$ cat config.mk
export PLATFORM = sky130hd
export DESIGN_NAME = interrupt_slot_allocator
export DESIGN_NICKNAME = d
export VERILOG_FILES = /design/src/design/isa_pkg.sv /design/src/design/isa_ctrl.sv /design/src/design/isa_datapath.sv /design/src/design/interrupt_slot_allocator.sv
export SDC_FILE = /design/constraint.sdc
export NUM_CORES = 2
export LEC_CHECK = 0
export ABC_AREA = 1
export BUFFER_PORTS_ARGS = -buffer_cell sky130_fd_sc_hd__buf_4
export CORE_MARGIN = 5
export CORE_UTILIZATION = 66
export CTS_BUF_LIST = sky130_fd_sc_hd__clkbuf_16
export CTS_CLUSTER_DIAMETER = 200
export DETAILED_ROUTE_END_ITERATION = 10
export PLACE_DENSITY = 0.85
export SYNTH_ARGS = -nofsm -noshare
export SYNTH_HDL_FRONTEND = slang
export SYNTH_HIERARCHICAL = 1
export SYNTH_SLANG_ARGS = --single-unit
$ cat constraint.sdc
create_clock -name clk -period 32.8 [get_ports clk]
set_input_delay 4.92 -clock clk [delete_from_list [all_inputs] [get_ports clk]]
set_output_delay 4.92 -clock clk [all_outputs]
set_load 0.05 [all_outputs]
$ cat src/design/isa_pkg.sv
// Shared types and constants for the interrupt slot allocator.
// Used by isa_ctrl, isa_datapath and the top level; depends on nothing.

package isa_pkg;

  // Table size and source range
  localparam int SLOTS       = 6;
  localparam int NUM_SOURCES = 136;
  localparam int LINE_REGS   = 6;
  localparam int SLOT_IW     = (SLOTS > 1) ? $clog2(SLOTS) : 1;

  // Field widths
  localparam int CMD_W    = 3;
  localparam int SRC_W    = 8;
  localparam int SLOT_W   = 3;
  localparam int WORD_W   = 32;
  localparam int LINE_W   = 6;
  localparam int CODE_W   = 2;
  localparam int ACT_W    = 2;
  localparam int CFG_IW   = 3;

  // Command codes
  localparam logic [CMD_W-1:0] CMD_ALLOC   = 3'd0;
  localparam logic [CMD_W-1:0] CMD_FREE    = 3'd1;
  localparam logic [CMD_W-1:0] CMD_ENABLE  = 3'd2;
  localparam logic [CMD_W-1:0] CMD_DISABLE = 3'd3;
  localparam logic [CMD_W-1:0] CMD_EVENT   = 3'd4;

  // Result codes
  localparam logic [CODE_W-1:0] RC_OK      = 2'd0;
  localparam logic [CODE_W-1:0] RC_INVALID = 2'd1;
  localparam logic [CODE_W-1:0] RC_HELD    = 2'd2;
  localparam logic [CODE_W-1:0] RC_FULL    = 2'd3;

  // Line actions
  localparam logic [ACT_W-1:0] LA_NONE    = 2'd0;
  localparam logic [ACT_W-1:0] LA_ENABLE  = 2'd1;
  localparam logic [ACT_W-1:0] LA_DISABLE = 2'd2;

  // Register indexes and reset values
  localparam logic [CFG_IW-1:0] REG_PARKED = 3'd6;
  localparam int                LINE_RESET_BASE = 16;
  localparam logic [LINE_W-1:0] PARKED_RESET    = 6'd22;

  // Controller to datapath commands
  typedef struct packed {
    logic capture;
    logic scan_step;
    logic exec;
  } isa_cmd_t;

  // Datapath to controller status
  typedef struct packed {
    logic alloc_scan;
    logic scan_last;
    logic out_full;
  } isa_stat_t;

endpackage

$ cat src/design/isa_ctrl.sv
// Sequencer for the interrupt slot allocator: accept, slot scan, execute.
// Depends on isa_pkg; drives commands into isa_datapath.

module isa_ctrl
  import isa_pkg::*;
(
  input  logic      clk,
  input  logic      rst,
  input  logic      in_valid,
  output logic      in_stall,
  input  logic      out_stall,
  input  isa_stat_t stat,
  output isa_cmd_t  ctrl_cmd
);

  typedef enum logic [2:0] {
    S_IDLE = 3'b001,
    S_SCAN = 3'b010,
    S_EXEC = 3'b100
  } state_t;

  state_t state, state_next;

  // Decode commands from the current state
  always_comb begin
    in_stall           = (state != S_IDLE);
    ctrl_cmd.capture   = (state == S_IDLE) && in_valid;
    ctrl_cmd.scan_step = (state == S_SCAN);
    ctrl_cmd.exec      = (state == S_EXEC) && (!stat.out_full || !out_stall);
  end

  // Advance through scan and execute
  always_comb begin
    state_next = state;
    unique case (state)
      S_IDLE: begin
        if (in_valid) begin
          state_next = stat.alloc_scan ? S_SCAN : S_EXEC;
        end
      end
      S_SCAN: begin
        if (stat.scan_last) begin
          state_next = S_EXEC;
        end
      end
      S_EXEC: begin
        if (ctrl_cmd.exec) begin
          state_next = S_IDLE;
        end
      end
      default: state_next = S_IDLE;
    endcase
  end

  always_ff @(posedge clk) begin
    if (rst) begin
      state <= S_IDLE;
    end else begin
      state <= state_next;
    end
  end

  // Never overwrite a result that the receiver has not taken
  a_exec_room: assert property (@(posedge clk) disable iff (rst)
    ctrl_cmd.exec |-> (!stat.out_full || !out_stall))
    else $error("execute issued while result register blocked");

  // A scan only follows an accepted transaction or another scan step
  a_scan_origin: assert property (@(posedge clk) disable iff (rst)
    ctrl_cmd.scan_step |-> ($past(ctrl_cmd.capture) || $past(ctrl_cmd.scan_step)))
    else $error("scan step without a captured transaction");

endmodule

$ cat src/design/isa_datapath.sv
// Datapath of the interrupt slot allocator: line registers, slot table,
// scan flags, result decision and the output register. Depends on isa_pkg.

module isa_datapath
  import isa_pkg::*;
(
  input  logic                clk,
  input  logic                rst,
  input  isa_cmd_t            ctrl_cmd,
  output isa_stat_t           stat,
  // configuration
  input  logic                cfg_we,
  input  logic [CFG_IW-1:0]   cfg_index,
  input  logic [LINE_W-1:0]   cfg_data,
  // input fields
  input  logic [CMD_W-1:0]    cmd,
  input  logic [SRC_W-1:0]    source,
  input  logic [SLOT_W-1:0]   slot,
  input  logic [WORD_W-1:0]   handler_ref,
  input  logic [WORD_W-1:0]   arg_ref,
  input  logic                filter_on,
  input  logic [WORD_W-1:0]   filter_mask,
  input  logic [WORD_W-1:0]   status_value,
  // result channel
  output logic                out_valid,
  input  logic                out_stall,
  output logic [CODE_W-1:0]   result_code,
  output logic [SLOT_W-1:0]   slot_out,
  output logic                route_valid,
  output logic [SRC_W-1:0]    route_source,
  output logic [LINE_W-1:0]   route_value,
  output logic [ACT_W-1:0]    line_action,
  output logic [LINE_W-1:0]   line_number,
  output logic                dispatch,
  output logic [WORD_W-1:0]   dispatch_handler,
  output logic [WORD_W-1:0]   dispatch_arg
);

  // Configuration registers
  logic [LINE_W-1:0] line_reg [LINE_REGS];
  logic [LINE_W-1:0] parked;

  always_ff @(posedge clk) begin
    if (rst) begin
      for (int i = 0; i < LINE_REGS; i++) begin
        line_reg[i] <= LINE_W'(LINE_RESET_BASE + i);
      end
      parked <= PARKED_RESET;
    end else if (cfg_we) begin
      if ({1'b0, cfg_index} < (CFG_IW + 1)'(LINE_REGS)) begin
        line_reg[cfg_index] <= cfg_data;
      end else if (cfg_index == REG_PARKED) begin
        parked <= cfg_data;
      end
    end
  end

  // Captured transaction
  logic [CMD_W-1:0]  cmd_q;
  logic [SRC_W-1:0]  src_q;
  logic [SLOT_W-1:0] slot_q;
  logic [WORD_W-1:0] handler_q;
  logic [WORD_W-1:0] arg_q;
  logic              fon_q;
  logic [WORD_W-1:0] fmask_q;
  logic [WORD_W-1:0] status_q;

  always_ff @(posedge clk) begin
    if (ctrl_cmd.capture) begin
      cmd_q     <= cmd;
      src_q     <= source;
      slot_q    <= slot;
      handler_q <= handler_ref;
      arg_q     <= arg_ref;
      fon_q     <= filter_on;
      fmask_q   <= filter_mask;
      status_q  <= status_value;
    end
  end

  // Slot table
  logic              slot_busy    [SLOTS];
  logic              slot_enabled [SLOTS];
  logic [SRC_W-1:0]  slot_source  [SLOTS];
  logic              slot_fon     [SLOTS];
  logic [WORD_W-1:0] slot_mask    [SLOTS];
  logic [WORD_W-1:0] slot_handler [SLOTS];
  logic [WORD_W-1:0] slot_arg     [SLOTS];

  // Scan state
  logic [SLOT_IW-1:0] scan_idx;
  logic               dup;
  logic               found;
  logic [SLOT_IW-1:0] found_idx;

  // Decide whether an alloc needs the scan at all
  always_comb begin
    stat.alloc_scan = (cmd == CMD_ALLOC) &&
                      ({1'b0, source} < (SRC_W + 1)'(NUM_SOURCES)) &&
                      (handler_ref != '0);
    stat.scan_last  = (scan_idx == SLOT_IW'(SLOTS - 1));
    stat.out_full   = out_valid;
  end

  // Walk the table one slot per cycle: duplicate check and first free
  always_ff @(posedge clk) begin
    if (ctrl_cmd.capture) begin
      scan_idx  <= '0;
      dup       <= 1'b0;
      found     <= 1'b0;
      found_idx <= '0;
    end else if (ctrl_cmd.scan_step) begin
      if (slot_busy[scan_idx] && (slot_source[scan_idx] == src_q)) begin
        dup <= 1'b1;
      end
      if (!slot_busy[scan_idx] && !found) begin
        found     <= 1'b1;
        found_idx <= scan_idx;
      end
      scan_idx <= scan_idx + 1'b1;
    end
  end

  // Target slot and its fields
  logic               args_ok;
  logic               slot_ok;
  logic [SLOT_IW-1:0] rd_idx;
  logic [SLOT_W-1:0]  tgt;
  logic [LINE_W-1:0]  tgt_line;
  logic               rd_busy;

  always_comb begin
    args_ok = ({1'b0, src_q} < (SRC_W + 1)'(NUM_SOURCES)) && (handler_q != '0);
    slot_ok = ({1'b0, slot_q} < (SLOT_W + 1)'(SLOTS));
    rd_idx  = (cmd_q == CMD_ALLOC) ? found_idx : slot_q[SLOT_IW-1:0];
    tgt     = (cmd_q == CMD_ALLOC) ? SLOT_W'(found_idx) : slot_q;
    if ({1'b0, tgt} < (SLOT_W + 1)'(LINE_REGS)) begin
      tgt_line = line_reg[tgt];
    end else begin
      tgt_line = '0;
    end
    rd_busy = slot_ok && slot_busy[rd_idx];
  end

  // Result decision and table update requests
  logic [CODE_W-1:0] r_code;
  logic [SLOT_W-1:0] r_slot;
  logic              r_rv;
  logic [SRC_W-1:0]  r_rsrc;
  logic [LINE_W-1:0] r_rval;
  logic [ACT_W-1:0]  r_lact;
  logic [LINE_W-1:0] r_lnum;
  logic              r_disp;
  logic [WORD_W-1:0] r_dh;
  logic [WORD_W-1:0] r_da;
  logic              do_alloc;
  logic              do_free;
  logic              do_enable;
  logic              do_disable;

  always_comb begin
    r_code     = RC_OK;
    r_slot     = '0;
    r_rv       = 1'b0;
    r_rsrc     = '0;
    r_rval     = '0;
    r_lact     = LA_NONE;
    r_lnum     = '0;
    r_disp     = 1'b0;
    r_dh       = '0;
    r_da       = '0;
    do_alloc   = 1'b0;
    do_free    = 1'b0;
    do_enable  = 1'b0;
    do_disable = 1'b0;
    case (cmd_q) inside
      CMD_ALLOC: begin
        if (!args_ok) begin
          r_code = RC_INVALID;
        end else if (dup) begin
          r_code = RC_HELD;
        end else if (!found) begin
          r_code = RC_FULL;
        end else begin
          do_alloc = 1'b1;
          r_slot   = tgt;
          r_rv     = 1'b1;
          r_rsrc   = src_q;
          r_rval   = tgt_line;
          r_lact   = LA_ENABLE;
          r_lnum   = tgt_line;
        end
      end
      CMD_FREE, CMD_ENABLE, CMD_DISABLE: begin
        r_slot = slot_q;
        if (!rd_busy) begin
          r_code = RC_INVALID;
        end else begin
          r_rv   = 1'b1;
          r_rsrc = slot_source[rd_idx];
          r_lnum = tgt_line;
          if (cmd_q == CMD_ENABLE) begin
            do_enable = 1'b1;
            r_rval    = tgt_line;
            r_lact    = LA_ENABLE;
          end else begin
            do_disable = 1'b1;
            do_free    = (cmd_q == CMD_FREE);
            r_rval     = parked;
            r_lact     = LA_DISABLE;
          end
        end
      end
      CMD_EVENT: begin
        r_slot = slot_q;
        if (!slot_ok) begin
          r_code = RC_INVALID;
        end else if (slot_busy[rd_idx] && slot_enabled[rd_idx] &&
                     (slot_handler[rd_idx] != '0) &&
                     (!slot_fon[rd_idx] || ((status_q & slot_mask[rd_idx]) != '0))) begin
          r_disp = 1'b1;
          r_dh   = slot_handler[rd_idx];
          r_da   = slot_arg[rd_idx];
        end
      end
      default: begin
        r_code = RC_INVALID;
        r_slot = slot_q;
      end
    endcase
  end

  // Update the slot table on execute
  always_ff @(posedge clk) begin
    if (rst) begin
      for (int i = 0; i < SLOTS; i++) begin
        slot_busy[i]    <= 1'b0;
        slot_enabled[i] <= 1'b0;
        slot_source[i]  <= '0;
        slot_fon[i]     <= 1'b0;
        slot_mask[i]    <= '0;
        slot_handler[i] <= '0;
        slot_arg[i]     <= '0;
      end
    end else if (ctrl_cmd.exec) begin
      if (do_alloc) begin
        slot_busy[rd_idx]    <= 1'b1;
        slot_enabled[rd_idx] <= 1'b1;
        slot_source[rd_idx]  <= src_q;
        slot_fon[rd_idx]     <= fon_q;
        slot_mask[rd_idx]    <= fmask_q;
        slot_handler[rd_idx] <= handler_q;
        slot_arg[rd_idx]     <= arg_q;
      end
      if (do_enable) begin
        slot_enabled[rd_idx] <= 1'b1;
      end
      if (do_disable) begin
        slot_enabled[rd_idx] <= 1'b0;
      end
      if (do_free) begin
        slot_busy[rd_idx]    <= 1'b0;
        slot_fon[rd_idx]     <= 1'b0;
        slot_mask[rd_idx]    <= '0;
        slot_handler[rd_idx] <= '0;
        slot_arg[rd_idx]     <= '0;
      end
    end
  end

  // Result register: load on execute, drop when the transaction is taken
  always_ff @(posedge clk) begin
    if (rst) begin
      out_valid <= 1'b0;
    end else if (ctrl_cmd.exec) begin
      out_valid <= 1'b1;
    end else if (out_valid && !out_stall) begin
      out_valid <= 1'b0;
    end
  end

  always_ff @(posedge clk) begin
    if (ctrl_cmd.exec) begin
      result_code      <= r_code;
      slot_out         <= r_slot;
      route_valid      <= r_rv;
      route_source     <= r_rsrc;
      route_value      <= r_rval;
      line_action      <= r_lact;
      line_number      <= r_lnum;
      dispatch         <= r_disp;
      dispatch_handler <= r_dh;
      dispatch_arg     <= r_da;
    end
  end

  // A successful alloc leaves its slot busy
  a_alloc_busy: assert property (@(posedge clk) disable iff (rst)
    (ctrl_cmd.exec && do_alloc) |=> slot_busy[found_idx])
    else $error("allocated slot not marked busy");

  // Routing writes and dispatches only come with a good result code
  a_action_ok: assert property (@(posedge clk) disable iff (rst)
    (out_valid && (route_valid || dispatch)) |-> (result_code == RC_OK))
    else $error("action reported with an error code");

  // Alloc never reports a slot it did not find free
  a_alloc_found: assert property (@(posedge clk) disable iff (rst)
    (ctrl_cmd.exec && do_alloc) |-> (found && !dup))
    else $error("alloc committed without a free slot");

endmodule

$ cat src/design/interrupt_slot_allocator.sv
// Top level of the interrupt slot allocator.
// Depends on isa_pkg, isa_ctrl and isa_datapath.
//
// Usage:
//   Commands arrive on the input channel (in_valid / in_stall); one result
//   transaction leaves on the output channel (out_valid / out_stall) for
//   every accepted command. A transaction moves at a clock edge with valid
//   high and stall low.
//   An alloc with a usable source and handler walks the table one slot per
//   cycle for the duplicate check and the first free slot before it
//   executes; every other command executes directly. One command is in
//   work at a time; the next one is accepted the cycle after a result is
//   registered, even while it waits at the output.
//   When the receiver stalls, the result register holds its contents; a
//   following command finishes its work and then waits until the register
//   is taken.
//   Line registers are written through cfg_we / cfg_index / cfg_data; the
//   user must write them only while the block is idle, which the block
//   does not enforce. Synchronous reset (rst) empties the slot table,
//   restores the line registers to 16..21 and parked to 22, drops out_valid.

module interrupt_slot_allocator
  import isa_pkg::*;
(
  input  logic                clk,
  input  logic                rst,
  // configuration
  input  logic                cfg_we,
  input  logic [CFG_IW-1:0]   cfg_index,
  input  logic [LINE_W-1:0]   cfg_data,
  // command channel
  input  logic                in_valid,
  output logic                in_stall,
  input  logic [CMD_W-1:0]    cmd,
  input  logic [SRC_W-1:0]    source,
  input  logic [SLOT_W-1:0]   slot,
  input  logic [WORD_W-1:0]   handler_ref,
  input  logic [WORD_W-1:0]   arg_ref,
  input  logic                filter_on,
  input  logic [WORD_W-1:0]   filter_mask,
  input  logic [WORD_W-1:0]   status_value,
  // result channel
  output logic                out_valid,
  input  logic                out_stall,
  output logic [CODE_W-1:0]   result_code,
  output logic [SLOT_W-1:0]   slot_out,
  output logic                route_valid,
  output logic [SRC_W-1:0]    route_source,
  output logic [LINE_W-1:0]   route_value,
  output logic [ACT_W-1:0]    line_action,
  output logic [LINE_W-1:0]   line_number,
  output logic                dispatch,
  output logic [WORD_W-1:0]   dispatch_handler,
  output logic [WORD_W-1:0]   dispatch_arg
);

  isa_cmd_t  ctrl_cmd;
  isa_stat_t stat;

  isa_ctrl u_ctrl (
    .clk       (clk),
    .rst       (rst),
    .in_valid  (in_valid),
    .in_stall  (in_stall),
    .out_stall (out_stall),
    .stat      (stat),
    .ctrl_cmd  (ctrl_cmd)
  );

  isa_datapath u_datapath (
    .clk              (clk),
    .rst              (rst),
    .ctrl_cmd         (ctrl_cmd),
    .stat             (stat),
    .cfg_we           (cfg_we),
    .cfg_index        (cfg_index),
    .cfg_data         (cfg_data),
    .cmd              (cmd),
    .source           (source),
    .slot             (slot),
    .handler_ref      (handler_ref),
    .arg_ref          (arg_ref),
    .filter_on        (filter_on),
    .filter_mask      (filter_mask),
    .status_value     (status_value),
    .out_valid        (out_valid),
    .out_stall        (out_stall),
    .result_code      (result_code),
    .slot_out         (slot_out),
    .route_valid      (route_valid),
    .route_source     (route_source),
    .route_value      (route_value),
    .line_action      (line_action),
    .line_number      (line_number),
    .dispatch         (dispatch),
    .dispatch_handler (dispatch_handler),
    .dispatch_arg     (dispatch_arg)
  );

endmodule

# == After elaboration in Yosys (flattened, before gate mapping) ==
# Memory sizes are Yosys's and may differ from the RTL's. A register that Yosys moved wholly into a read port is not among the register bits.
# Cells that the tools add are included.
# classes
magnitude_cmp,5
n_bitwise,12
reduce_logical,41
addsub,1
n_eq_ne,14
muxes,121
# op_table
op,count
two-way mux 32 bit,6
nonzero test 32 bit,4
OR reduction 32 bit,3
two-way mux 6 bit,12
two-way mux 3 bit,21
two-way mux 1 bit,62
two-way mux 8 bit,7
bitwise AND 32 bit,1
two-way mux 2 bit,12
"less-than comparator 8 bit, second input constant",2
"equality test 3 bit, second input constant",4
logical AND 1 bit,12
OR reduction 6 bit,2
"equality test 3 x 2 -> 1 bit, second input constant",3
"less-than comparator 3 bit, second input constant",3
one-hot mux 3 bit (3 select lines),1
equality test 8 bit,1
OR reduction 8 bit,1
bitwise OR 1 bit,7
OR reduction 7 bit,1
"equality test 3 x 1 -> 1 bit, second input constant",2
zero test 3 bit,2
AND reduction 3 bit,2
zero test 1 bit,5
10 further kinds,18
# totals
wordCells,226
reg_bits,222
mem_count,8
output_inout_bits,95
inputBits,157
mem_bits_rw,678
# memory_table
memory,depth,word_bits,read_ports,rd_ports_with_merged_regs,write_ports,line_no,text
u_datapath.slot_arg,6,32,1,1,6,isa_datapath.sv:88,logic [WORD_W-1:0] slot_arg [SLOTS];
u_datapath.slot_handler,6,32,1,0,6,isa_datapath.sv:87,logic [WORD_W-1:0] slot_handler [SLOTS];
u_datapath.slot_mask,6,32,1,0,6,isa_datapath.sv:86,logic [WORD_W-1:0] slot_mask [SLOTS];
u_datapath.slot_source,6,8,2,1,6,isa_datapath.sv:84,logic [SRC_W-1:0] slot_source [SLOTS];
u_datapath.line_reg,6,6,1,0,6,isa_datapath.sv:40,logic [LINE_W-1:0] line_reg [LINE_REGS];
u_datapath.slot_busy,6,1,2,1,6,isa_datapath.sv:82,logic slot_busy [SLOTS];
+2 memories,n/a,n/a,n/a,n/a,n/a,n/a,

# == Depth between registers and ports, before layout ==
# An unclocked memory read counts as a cell.
# logic_depth
word_depth,15
ltp_mapped,21
mapped_depth_nobuf,17

# == Hierarchy ==
# Netlist, hierarchy kept.
# modules_own_cells
mod,area_each_um2,seq_area_each_um2,instances,cells_each
isa_datapath,49557.5,34232.8,1,4730
isa_ctrl,211.5,60.1,1,32

# == Worst setup path after synthesis ==
# Ideal clock, no wire load.
# synth_timing
kind,input to register
startpoint,input port out_stall
endpoint,memory u_datapath.slot_arg[4][0] (enable)
path_slack_ns,9.991
setup_ns,0.690
t_arrival_ns,22.119
cell_stages,11
n_path_buf,0
required_ns,32.110
path_cell_list,nand2_1 inv_1 nor4_1 inv_1 nor2_1 inv_1 nor2_1 nand2_2 nand2_4 nand2_1 o21ai_0
# synth_rtl
element,line_no,text
"start, declared",interrupt_slot_allocator.sv:44,"input logic out_stall,"
"end, declared",isa_datapath.sv:88,

==> results.md <==
- Status: completed
- Total gr overflow: 0
- Htree depth: 3
- Die H: 284.6 um
- Crit Path Max Fanout: 66
- Util after Layout: 0.7446
- Row cnt: 100
- Vias: between 30000 and 40000
- Number of flops mapped to enable cells by yosys: 1128
- Die area: 81000 um^2
- Post-synthesis sequential area ratio: 0.6890
- VDD IR max: 0.04662 mV
- Max cap viols: 0
- Clock Skew: between 0.02 and 0.025 ns
- Final Hold Fails: 0
- Area of the core: 74570 um^2
- Nets@finish: 5062
- Mapped Nets: 4921
- Critical Path End Type: flop
- Clk Latency, worst-skew pair: 0.68 ns
- Power Dens Cells: 59.63 nW/um^2
- Leak: 0.02143 uW
- Largest regs: u_datapath/slot_arg (256), u_datapath/slot_handler (256), u_datapath/slot_mask (256)
- Total Power: 3311 uW
- Register clock-pin slew on the reported worst setup and hold paths: ~0.06 ns
- CP startpoint kind: input pin
- Critical path, cell by cell: buf_4, nand2_1, inv_1, nor4_2, buf_4, inv_1, nor2_1, inv_1, nor2_1, nand2_2, nand2_4, nand2_1, nor2_4, buf_4
- Post-Synthesis Cells: 4762
- Final hold slack: 0.4692 ns
- Unrepaired setup endpoints after global routing: false
- HP Class: flop to flop
- CTS sink cnt: 1149
- CTS Buf Count: 110
- Dpl cell area: approximately 52000 um^2
- Initial Util: 0.6674
- Worst slew margin: 0.1610
- GRT Util Overall: 0.3056
- Share of cells above drive strength 1: 0.09746
- Synth Flop Type: edfxtp_1
- DR DRC count: 0
- Die Wd: 284.6 um
- Achievable frequency: 113.4 MHz
- Worst path required time: between 30 and 40 ns
- Vias in the first global route: 35889
- WL final: 127.1 mm
- First-pass GRT wire length: 194.2 mm
- Post-CTS Setup Bufs: 0
- Post-synthesis instance area: 49770 um^2
- Area grow syn2layout: 11.57%
- Port Buffers: 251
- Worst path max stage delay: 0.97 ns
- CTS Buffer Depth: 3
- Placer congestion estimate: 0.8758
- Final setup TNS: 0 ns
- Design area: 55530 um^2
- CTS-repair resized insts: 0
- Slew Viols, Final: 0
- Root Buffer: clkbuf_16
- Tcrit/Tclk final: 0.2688
- Min Tclk post-route: 8.817 ns
- Netlist cell types: 44
- Flip-flop and latch count after synthesis: 1149
- Final ANT Viol Nets: 0
- Asr flop ratio synth: 0
- Critical path arrival: between 9 and 10 ns
- CTS tree: done
- Via-per-instance ratio: a little over 6
- Critical path class: input pin to flop
- Worst Tran Pin Value: 1.258 ns
- Initial antenna violation count: 2
- Synth Area per Inst: 10.45 um^2
- Num ports: 252
- Wire length per cell: 21.31 um
- CP max stage cell: buf_4
- YS warnings: 6
- Post-CTS Hold Buffers: 0
- Drt first-iter violations: 4679
- Dpl hpwl: 73.25 mm
- Setup violations, final: 0
- Pin count of the biggest net entering global routing: around 230
- First-pass DRT Iterations: 7
## synth_stat cells (2+ instances only)
| library cell | count | share of area |
|---|---|---|
| o221ai_1 | 20 | 0.0035 |
| clkinv_1 | 5 | 0.00038 |
| inv_2 | 9 | 0.00068 |
| nand2_1 | 894 | 0.067 |
| buf_1 | 22 | 0.0017 |
| clkbuf_1 | 120 | 0.0091 |
| buf_4 | 15 | 0.0023 |
| nand2_4 | 3 | 0.00068 |
| nand3_2 | 5 | 0.0010 |
| nor3_1 | 9 | 0.00090 |
| a21oi_1 | 36 | 0.0036 |
| a211oi_1 | 5 | 0.00075 |
| nand4_4 | 4 | 0.0017 |
| nand3_1 | 399 | 0.040 |
| nor2_1 | 941 | 0.071 |
| nand4_1 | 20 | 0.0025 |
| ha_1 | 2 | 0.00050 |
| dfxtp_1 | 21 | 0.0084 |
| inv_1 | 603 | 0.045 |
| a31oi_1 | 4 | 0.00050 |
| nor4_1 | 11 | 0.0014 |
| o21ai_0 | 270 | 0.027 |
| o22ai_1 | 40 | 0.0050 |
| a22oi_1 | 3 | 0.00045 |
| nand2_2 | 4 | 0.00050 |
| nor2_2 | 3 | 0.00038 |
| mux2i_1 | 4 | 0.00080 |
| o21ai_1 | 3 | 0.00030 |
| o211ai_1 | 39 | 0.0059 |
| buf_2 | 86 | 0.0086 |
| xor2_1 | 4 | 0.00070 |
| o2bb2ai_1 | 4 | 0.00070 |
| buf_6 | 16 | 0.0036 |
| edfxtp_1 | 1128 | 0.68 |
## worst max-delay path: cells and delay by family
family | cells | cell delay (ns)
buffers and inverters | 6 | 1.95
and+or+nand+nor | 8 | 2.04
## per-stage QoR
step / instances / setup slack, ns
2_1_floorplan: 4762 / 9.991
3_3_place_gp: 5760 / 23.53
3_5_place_dp: 5760 / 23.39
4_1_cts: 5966 / 24.09
5_1_grt: 5966 / 23.75
6_report: 5967 / 23.98
## layout by cell type (no fill, tap or decap), types with 35 or more instances in the layout
cell       count
clkinv_1      38
o211ai_1      39
nand2_1      888
edfxtp_1    1128
o22ai_1       40
nand3_1      398
buf_4        286
clkbuf_16    111
a21oi_1       35
o21ai_0      269
inv_1        621
nor2_1       939
## final timing paths
path / from / endpoint / slack [ns] / depth (start not counted)
setup / recovery: out_stall / u_datapath/slot_mask[6][12] / 23.98 / 14
hold / removal: u_datapath/parked[2] / u_datapath/parked[2] / 0.47 / 2
setup reg to reg: u_datapath/cmd_q[1] / u_datapath/slot_mask[6][12] / 26.37 / 16
hold reg to reg: u_datapath/parked[2] / u_datapath/parked[2] / 0.47 / 2
## routing by layer
layer / track usage / up-vias / wire [um]
li1: - / 16058 / -
met1: 0.3848 / 17020 / 43880
met2: 0.5123 / 2588 / 61890
met3: 0.06122 / 461 / 14570
met4: 0.1504 / 0 / 6792
met5: 0 / - / 0
## kinds of logic after synthesis
group	share of synthesized area
compound gates	0.04860
xor+xnor	0.0008799
fa+ha+maj	0.0005027
buf+inv	0.07178
flops	0.6890
mux	0.0008045
simple gates	0.1884
## area by class of cell
type                    instances  area [um^2]
fillers                      4542        19040
flip-flops and latches       1149        34290
repair buffers                288         2187
inverters                     617         2322
diodes                          1        2.502
clock inverters                95        688.2
multi-input cells            2737        12040
well taps                     969         1212
clock buffers                 111         2778
## power breakdown
part	internal (uW)	switching (uW)	total, uW
Combinational	103	304	407
Sequential	1670	22.7	1690
Clock	678	532	1210
Note: power is estimated with default switching activity, not from simulation.
